<file path="src/hdl/iarf_pkg.sv">
// Shared types, codes, constants and character helpers for the radix formatter.
package iarf_pkg;

  localparam int NUM_BITS_DEF = 32;
  localparam int PTR_BITS_DEF = 64;

  localparam logic [7:0] CHR_ZERO       = 8'd48;  // '0'
  localparam logic [7:0] CHR_LOWER_OFS  = 8'd87;  // 'a' - 10
  localparam logic [7:0] CHR_UPPER_OFS  = 8'd55;  // 'A' - 10
  localparam logic [7:0] CHR_X          = 8'h78;  // 'x'
  localparam logic [4:0] NIL_LEN        = 5'd5;

  typedef enum logic [2:0] {
    ACT_DEC  = 3'd0,
    ACT_OCT  = 3'd1,
    ACT_HEXL = 3'd2,
    ACT_HEXU = 3'd3,
    ACT_PTR  = 3'd4
  } act_e_t;

  typedef enum logic [2:0] {
    ST_IDLE,
    ST_CONV,
    ST_SKIP,
    ST_PRE,
    ST_NIL,
    ST_DIG
  } state_t;

  typedef struct packed {
    logic [2:0]  action;
    logic [63:0] value;
  } in_item_t;

  typedef struct packed {
    logic [7:0] char_code;
    logic       last_char;
    logic [4:0] char_total;
  } out_item_t;

  function automatic logic [7:0] digit_char(input logic [3:0] d, input logic upper);
    logic [7:0] base;
    if (d < 4'd10) begin
      base = CHR_ZERO;
    end else if (upper) begin
      base = CHR_UPPER_OFS;
    end else begin
      base = CHR_LOWER_OFS;
    end
    return base + {4'b0000, d};
  endfunction

  // "(nil)" one character at a time
  function automatic logic [7:0] nil_char(input logic [2:0] idx);
    logic [7:0] c;
    case (idx)
      3'd0:    c = 8'h28;  // '('
      3'd1:    c = 8'h6e;  // 'n'
      3'd2:    c = 8'h69;  // 'i'
      3'd3:    c = 8'h6c;  // 'l'
      default: c = 8'h29;  // ')'
    endcase
    return c;
  endfunction

endpackage

</file>
<file path="src/hdl/iarf_dabble.sv">
// One shift-and-add-3 step of binary to BCD conversion over a row of digits.
module iarf_dabble #(
  parameter int DIGITS = 10
) (
  input  logic [DIGITS*4-1:0] bcd_i,
  input  logic                bit_i,
  output logic [DIGITS*4-1:0] bcd_o
);

  logic [DIGITS*4-1:0] adj;

  always_comb begin
    for (int i = 0; i < DIGITS; i++) begin
      if (bcd_i[i*4 +: 4] >= 4'd5) begin
        adj[i*4 +: 4] = bcd_i[i*4 +: 4] + 4'd3;
      end else begin
        adj[i*4 +: 4] = bcd_i[i*4 +: 4];
      end
    end
  end

  assign bcd_o = {adj[DIGITS*4-2:0], bit_i};

endmodule

</file>
<file path="src/hdl/integer_to_ascii_radix_formatter.sv">
// Top level: printf-style integer to ASCII formatter (%u %o %x %X %p).
// Sequence: decimal first runs the serial double-dabble conversion over all NUM_BITS bits,
//   then drops leading zeros, then sends one character per cycle while the output is free.
// Octal and hex skip the conversion. Pointer sends the "0x" prefix first; a null pointer
//   gives "(nil)". Flow: one item at a time; in_ready is high only in idle, between
//   items, so no new item is taken until the previous one has emitted its last character.
// Reset: synchronous active-low rst_n returns the sequencer to idle and empties the output.
module integer_to_ascii_radix_formatter #(
  parameter int NUM_BITS = iarf_pkg::NUM_BITS_DEF,
  parameter int PTR_BITS = iarf_pkg::PTR_BITS_DEF
) (
  input  logic               clk,
  input  logic               rst_n,
  input  logic               in_valid,
  output logic               in_ready,
  input  iarf_pkg::in_item_t in_data,
  output logic               out_valid,
  input  logic               out_ready,
  output iarf_pkg::out_item_t out_data
);

  import iarf_pkg::*;

  // Digit counts of the widest text in each radix
  localparam int DEC_N  = (NUM_BITS * 30103) / 100000 + 1;
  localparam int OCT_N  = (NUM_BITS + 2) / 3;
  localparam int HEXN_N = (NUM_BITS + 3) / 4;
  localparam int HEXP_N = (PTR_BITS + 3) / 4;
  localparam int MAX_A  = (DEC_N > OCT_N) ? DEC_N : OCT_N;
  localparam int MAXD   = (MAX_A > HEXP_N) ? MAX_A : HEXP_N;
  localparam int DIG_W  = MAXD * 4;
  localparam int DEC_W  = DEC_N * 4;
  localparam int OCT_W  = OCT_N * 3;
  localparam int HEXN_W = HEXN_N * 4;
  localparam int HEXP_W = HEXP_N * 4;
  localparam int NDW    = $clog2(MAXD + 1);
  localparam int BCW    = $clog2(NUM_BITS + 1);

  // Sequencer state
  state_t             state_r, state_nxt;
  act_e_t             mode_r, mode_nxt;
  logic [DIG_W-1:0]   dig_r, dig_nxt;     // digits, most significant at the top
  logic [NDW-1:0]     ndig_r, ndig_nxt;   // digits still to go
  logic [4:0]         cnt_r, cnt_nxt;     // characters sent so far
  logic [2:0]         idx_r, idx_nxt;     // position in prefix or "(nil)"
  logic [NUM_BITS-1:0] bin_r, bin_nxt;    // binary still to feed the BCD loop
  logic [BCW-1:0]     bitcnt_r, bitcnt_nxt;

  // Output register
  logic      out_valid_r;
  out_item_t out_r;

  logic      emit;
  out_item_t emit_item;
  logic      out_free;

  logic [DEC_W-1:0]  dab_out;
  logic [OCT_W-1:0]  oct_src;
  logic [DIG_W-1:0]  oct_exp;
  logic [HEXN_W-1:0] hexn_src;
  logic [HEXP_W-1:0] hexp_src;
  logic [3:0]        dig_top;
  logic              ptr_zero;
  logic              last_dig;

  // Shared BCD step works on the top DEC_N digits, so the result comes out left aligned
  iarf_dabble #(
    .DIGITS(DEC_N)
  ) u_dabble (
    .bcd_i(dig_r[DIG_W-1 -: DEC_W]),
    .bit_i(bin_r[NUM_BITS-1]),
    .bcd_o(dab_out)
  );

  assign oct_src  = OCT_W'(in_data.value[NUM_BITS-1:0]);
  assign hexn_src = HEXN_W'(in_data.value[NUM_BITS-1:0]);
  assign hexp_src = HEXP_W'(in_data.value[PTR_BITS-1:0]);
  assign ptr_zero = (in_data.value[PTR_BITS-1:0] == '0);
  assign dig_top  = dig_r[DIG_W-1 -: 4];
  assign last_dig = (ndig_r == NDW'(1));
  assign out_free = !out_valid_r || out_ready;

  // Octal digits widened to nibbles, left aligned
  always_comb begin
    oct_exp = '0;
    for (int i = 0; i < OCT_N; i++) begin
      oct_exp[(MAXD - OCT_N + i)*4 +: 4] = {1'b0, oct_src[i*3 +: 3]};
    end
  end

  always_ff @(posedge clk) begin
    if (!rst_n) begin
      state_r <= ST_IDLE;
    end else begin
      state_r <= state_nxt;
    end
  end

  always_ff @(posedge clk) begin
    mode_r   <= mode_nxt;
    dig_r    <= dig_nxt;
    ndig_r   <= ndig_nxt;
    cnt_r    <= cnt_nxt;
    idx_r    <= idx_nxt;
    bin_r    <= bin_nxt;
    bitcnt_r <= bitcnt_nxt;
  end

  always_comb begin
    state_nxt  = state_r;
    mode_nxt   = mode_r;
    dig_nxt    = dig_r;
    ndig_nxt   = ndig_r;
    cnt_nxt    = cnt_r;
    idx_nxt    = idx_r;
    bin_nxt    = bin_r;
    bitcnt_nxt = bitcnt_r;
    in_ready   = 1'b0;
    emit       = 1'b0;
    emit_item  = '0;

    case (state_r)
      ST_IDLE: begin
        in_ready = 1'b1;
        if (in_valid) begin
          cnt_nxt  = '0;
          idx_nxt  = '0;
          mode_nxt = act_e_t'(in_data.action);
          case (act_e_t'(in_data.action))
            ACT_DEC: begin
              dig_nxt    = '0;
              bin_nxt    = in_data.value[NUM_BITS-1:0];
              bitcnt_nxt = BCW'(NUM_BITS);
              ndig_nxt   = NDW'(DEC_N);
              state_nxt  = ST_CONV;
            end
            ACT_OCT: begin
              dig_nxt   = oct_exp;
              ndig_nxt  = NDW'(OCT_N);
              state_nxt = ST_SKIP;
            end
            ACT_HEXL, ACT_HEXU: begin
              dig_nxt   = DIG_W'(hexn_src) << ((MAXD - HEXN_N) * 4);
              ndig_nxt  = NDW'(HEXN_N);
              state_nxt = ST_SKIP;
            end
            ACT_PTR: begin
              dig_nxt   = DIG_W'(hexp_src) << ((MAXD - HEXP_N) * 4);
              ndig_nxt  = NDW'(HEXP_N);
              state_nxt = ptr_zero ? ST_NIL : ST_SKIP;
            end
            default: begin
              // undefined selector: item is dropped without output
              state_nxt = ST_IDLE;
            end
          endcase
        end
      end

      ST_CONV: begin
        dig_nxt    = DIG_W'(dab_out) << (DIG_W - DEC_W);
        bin_nxt    = bin_r << 1;
        bitcnt_nxt = bitcnt_r - BCW'(1);
        if (bitcnt_r == BCW'(1)) begin
          state_nxt = ST_SKIP;
        end
      end

      ST_SKIP: begin
        // drop leading zeros, always keep one digit
        if (!last_dig && dig_top == 4'd0) begin
          dig_nxt  = dig_r << 4;
          ndig_nxt = ndig_r - NDW'(1);
        end else begin
          state_nxt = (mode_r == ACT_PTR) ? ST_PRE : ST_DIG;
        end
      end

      ST_PRE: begin
        if (out_free) begin
          emit                = 1'b1;
          emit_item.char_code = (idx_r == 3'd0) ? CHR_ZERO : CHR_X;
          cnt_nxt             = cnt_r + 5'd1;
          idx_nxt             = idx_r + 3'd1;
          if (idx_r != 3'd0) begin
            state_nxt = ST_DIG;
          end
        end
      end

      ST_NIL: begin
        if (out_free) begin
          emit                = 1'b1;
          emit_item.char_code = nil_char(idx_r);
          idx_nxt             = idx_r + 3'd1;
          if (idx_r == 3'd4) begin
            emit_item.last_char  = 1'b1;
            emit_item.char_total = NIL_LEN;
            state_nxt            = ST_IDLE;
          end
        end
      end

      ST_DIG: begin
        if (out_free) begin
          emit                = 1'b1;
          emit_item.char_code = digit_char(dig_top, mode_r == ACT_HEXU);
          dig_nxt             = dig_r << 4;
          ndig_nxt            = ndig_r - NDW'(1);
          cnt_nxt             = cnt_r + 5'd1;
          if (last_dig) begin
            emit_item.last_char  = 1'b1;
            emit_item.char_total = cnt_r + 5'd1;
            state_nxt            = ST_IDLE;
          end
        end
      end

      default: begin
        state_nxt = ST_IDLE;
      end
    endcase
  end

  // Output register: holds one character until taken
  always_ff @(posedge clk) begin
    if (!rst_n) begin
      out_valid_r <= 1'b0;
    end else if (emit) begin
      out_valid_r <= 1'b1;
    end else if (out_ready) begin
      out_valid_r <= 1'b0;
    end
  end

  always_ff @(posedge clk) begin
    if (emit) begin
      out_r <= emit_item;
    end
  end

  assign out_valid = out_valid_r;
  assign out_data  = out_r;

`ifndef NO_ASSERTIONS
  a_last_has_total: assert property (@(posedge clk) disable iff (!rst_n)
    out_valid && out_data.last_char |-> out_data.char_total != 5'd0)
    else $error("last character without a count");

  a_mid_no_total: assert property (@(posedge clk) disable iff (!rst_n)
    out_valid && !out_data.last_char |-> out_data.char_total == 5'd0)
    else $error("count on a non-final character");

  a_dig_nonempty: assert property (@(posedge clk) disable iff (!rst_n)
    state_r == ST_DIG |-> ndig_r != '0)
    else $error("digit emission with no digits left");

  a_busy_after_accept: assert property (@(posedge clk) disable iff (!rst_n)
    in_valid && in_ready && in_data.action <= ACT_PTR |=> !in_ready)
    else $error("accepted item did not start work");
`endif

endmodule

</file>
<file path="config.mk">
export PLATFORM = sky130hd
export DESIGN_NAME = integer_to_ascii_radix_formatter
export DESIGN_NICKNAME = d
export VERILOG_FILES = /design/src/hdl/iarf_pkg.sv /design/src/hdl/iarf_dabble.sv /design/src/hdl/integer_to_ascii_radix_formatter.sv
export SDC_FILE = /design/constraint.sdc
export NUM_CORES = 1
export LEC_CHECK = 0
export ABC_CLOCK_PERIOD_IN_PS = 6150
export BUFFER_PORTS_ARGS = -buffer_cell sky130_fd_sc_hd__buf_2
export CAP_MARGIN = 15
export CORE_ASPECT_RATIO = 1.2
export CORE_MARGIN = 1.5
export CORE_UTILIZATION = 54
export DETAILED_ROUTE_END_ITERATION = 6
export PLACE_DENSITY = 0.77
export REMOVE_ABC_BUFFERS = 1
export SLEW_MARGIN = 15
export SYNTH_ARGS = -nofsm -noshare
export SYNTH_HDL_FRONTEND = slang
export SYNTH_SLANG_ARGS = --single-unit
</file>
<file path="constraint.sdc">
create_clock -name clk -period 6.15 [get_ports clk]
set_clock_uncertainty 0.2 [all_clocks]
set_input_delay 0.615 -clock clk [delete_from_list [all_inputs] [get_ports clk]]
set_output_delay 0.615 -clock clk [all_outputs]
set_load 0.1 [all_outputs]
</file>
==> flow_metrics.env <==
export IMPL_status="finished, violations left"
export IMPL_violations="design-rule violations"
export IMPL_clk_latency_ns=0.42
export IMPL_synth_area_top_cells="edfxtp_1 (48%), nand2_1 (6.7%), ha_1 (5.2%), o21ai_0 (3.0%), a22o_1 (2.8%)"
export IMPL_cts_tree="done"
export IMPL_diodes=0
export IMPL_setup_tns_ns=0
export IMPL_wl_met2_mm=10.84
export IMPL_leakage_nw=3.623
export IMPL_stdcell_count=1111
export IMPL_track_usage=0.2836
export IMPL_arrival_ns=2.85
export IMPL_rsz0062_at_grt="no"
export IMPL_place_area_sq_um=8780
export IMPL_final_period_utilization=0.4868
export IMPL_synth_avg_cell_area_sq_um=9.919
export IMPL_dpl_worst_slack_ns=3.042
export IMPL_crit_family="buffers and inverters"
export IMPL_postCtsSetupBuffers=0
export IMPL_grt_pass1_vias=6635
export IMPL_ys_ff_latch=136
export IMPL_globalplace_congestion=0.9501
export IMPL_fill_cells=1260
export IMPL_required_ns=6.00
export IMPL_fmax_mhz=334.0
export IMPL_overflow=0
export IMPL_finalSetupViolations=0
export IMPL_drive_gt1_frac=0.1544
export IMPL_hp_start="rst_n"
export IMPL_path_cells="inv_1, ha_1, nor4b_1, nand2_1, o21ai_0, a21boi_4, buf_4"
export IMPL_cts_max_level=4
export IMPL_end_kind="flop"
export IMPL_cts_buffer_depth=2
export IMPL_grt_pass1_wl_mm=34.38
export IMPL_ioPinCount=87
export IMPL_cts_root_buf="clkbuf_16"
export IMPL_power_density_nw_per_um2=480.0
export IMPL_rows=49
export IMPL_cts_repair_resized=0
export IMPL_viasPerCell=6.232
export IMPL_crit_slowest_cell="buf_4"
export IMPL_slew_viol_final=0
export IMPL_synth_edff_count=132
export IMPL_crit_path_start="dig_r[61]"
export IMPL_post_route_min_period_ns=2.994
export IMPL_ir_drop_v=0.0003028
export IMPL_nets=1000
export IMPL_die_w_um=115.6
export IMPL_routed_wl_met3_mm=1.859
export IMPL_syn_area_sq_um=8213
export IMPL_hp_class="in -> reg"
export IMPL_hold_viol_final=0
export IMPL_most_common_layout_cells="nand2_1 (146), edfxtp_1 (132), buf_2 (86), nor2_1 (55), o21ai_0 (50)"
export IMPL_numPortBuffers=86
export IMPL_power_total_mw=4.494
export IMPL_numCtsBuffers=17
export IMPL_yosys_warnings=0
export IMPL_routed_via_count=6924
export IMPL_synthArstFlopShare=0
export IMPL_cap_violations=0
export IMPL_dp_cells=1079
export IMPL_ys_seq_area_frac=0.4924
export IMPL_slowest_delay_ns=0.70
export IMPL_firstDrtPassIters=7
export IMPL_dp_hpwl_mm=15.38
export IMPL_start_util=0.5490
export IMPL_yosysTopAreaCell="edfxtp_1"
export IMPL_reg2reg_from="dig_r[61]"
export IMPL_path_clk_slew_ns=0.06
export IMPL_route_detailed_drc=2
export IMPL_synth_top_cell_area_share=0.4826
export IMPL_yosys_most_used_dff="edfxtp_1"
export IMPL_die_h_um=138.1
export IMPL_path_class="reg -> reg"
export IMPL_ys_types=63
export IMPL_die_area_sq_um=15960
export IMPL_maxSlewHeadroom=0.4221
export IMPL_layout_commonest_cell="nand2_1"
export IMPL_wl_per_cell_um=19.77
export IMPL_top_layer_used="met4"
export IMPL_start_kind="flop"
export IMPL_grt_max_degree=70
export IMPL_area_growth_pct=14.00
export IMPL_design_area_sq_um=9363
export IMPL_synthCells=828
export IMPL_core_sq_um=14960
export IMPL_crit_fanout=64
export IMPL_layout_setup_ws_ns=3.156
export IMPL_routed_wl_mm=21.97
export IMPL_critPathBufInv=2
export IMPL_clock_sinks=136
export IMPL_wl_met1_mm=8.232
export IMPL_first_iter_violations=720
export IMPL_ctsHoldBuffers=0
export IMPL_grt_antenna_before_repair=0
export IMPL_worst_pin_slew_ns=0.8668
export IMPL_antenna_left=0
-- metrics by stage --
step,utilization,hold slack [ns]
global route,0.6259,0.3092
CTS,0.6256,0.2763
floorplan,-,0.2836
global placement,0.5869,0.2871
finish,0.6259,0.2997
detailed placement,0.5869,0.3021
-- routing by layer --
layer / GRT usage / up-vias
li1: - / 3210
met1: 0.3503 / 3255
met2: 0.4647 / 380
met3: 0.06488 / 79
met4: 0.1397 / 0
met5: 0 / -
-- cell type report --
class	instances	area (sq um)	area share
Sequential cell	136	4044	0.4319
Inverter	35	131.4	0.01403
Clock inverter	14	150.1	0.01604
Tap cell	204	255.2	0.02726
Timing Repair Buffer	94	490.5	0.05239
Multi-Input combinational cell	610	3862	0.4125
Clock buffer	18	429.2	0.04584
-- synth_stat cells, drive strengths merged (15+ instances only) --
master,instances
a22o,27
buf,19
xnor2,15
inv,35
nand2b,27
a22oi,21
ha,34
a21oi,33
nor4,19
nor2b,25
clkbuf,28
o21ai,51
edfxtp,132
nand2,146
a221o,19
nor3,16
a221oi,22
nor2,56
-- final timing paths --
kind	to	slack, ns	cells after the start
hold / removal	state_r[0]	0.30	3
setup / recovery	dig_r[17]	3.16	7
setup reg to reg	dig_r[17]	3.16	7
hold reg to reg	bin_r[16]	0.31	2
-- sequential cells by signal, indices dropped and copies added (netlist names) --
signal / count
ndig_r: 5
state_r: 3
cnt_r: 5
bin_r: 32
out_valid: 1
idx_r: 3
dig_r: 64
out_data: 14
mode_r: 3
bitcnt_r: 6
-- report_power, final --
part	leakage [nW]	switching (mW)	internal (mW)	total [mW]
Clock	0.284	0.411	0.600	1.01
Sequential	1.31	0.304	1.52	1.83
Combinational	2.03	1.06	0.597	1.66
Total	3.62	1.77	2.72	4.49
-- cell families after synthesis --
logic type | Yosys count | share of synthesized area
muxes | 2 | 0.002438
xor gates and xnor gates | 23 | 0.02453
other | 1 | 0.0004566
buffers and inverters | 82 | 0.04251
AOI/OAI and AO/OA | 214 | 0.1868
adders and majority gates | 35 | 0.05424
and+or+nand+nor | 335 | 0.1967
DFF | 136 | 0.4924
-- tightest hold or removal path: cells and delay by family --
family,cells,cell delay (ns)
buffers and inverters,2,0.22
AOI/OAI and AO/OA,1,0.04
No activity file was read; power rests on OpenSTA's default activity.
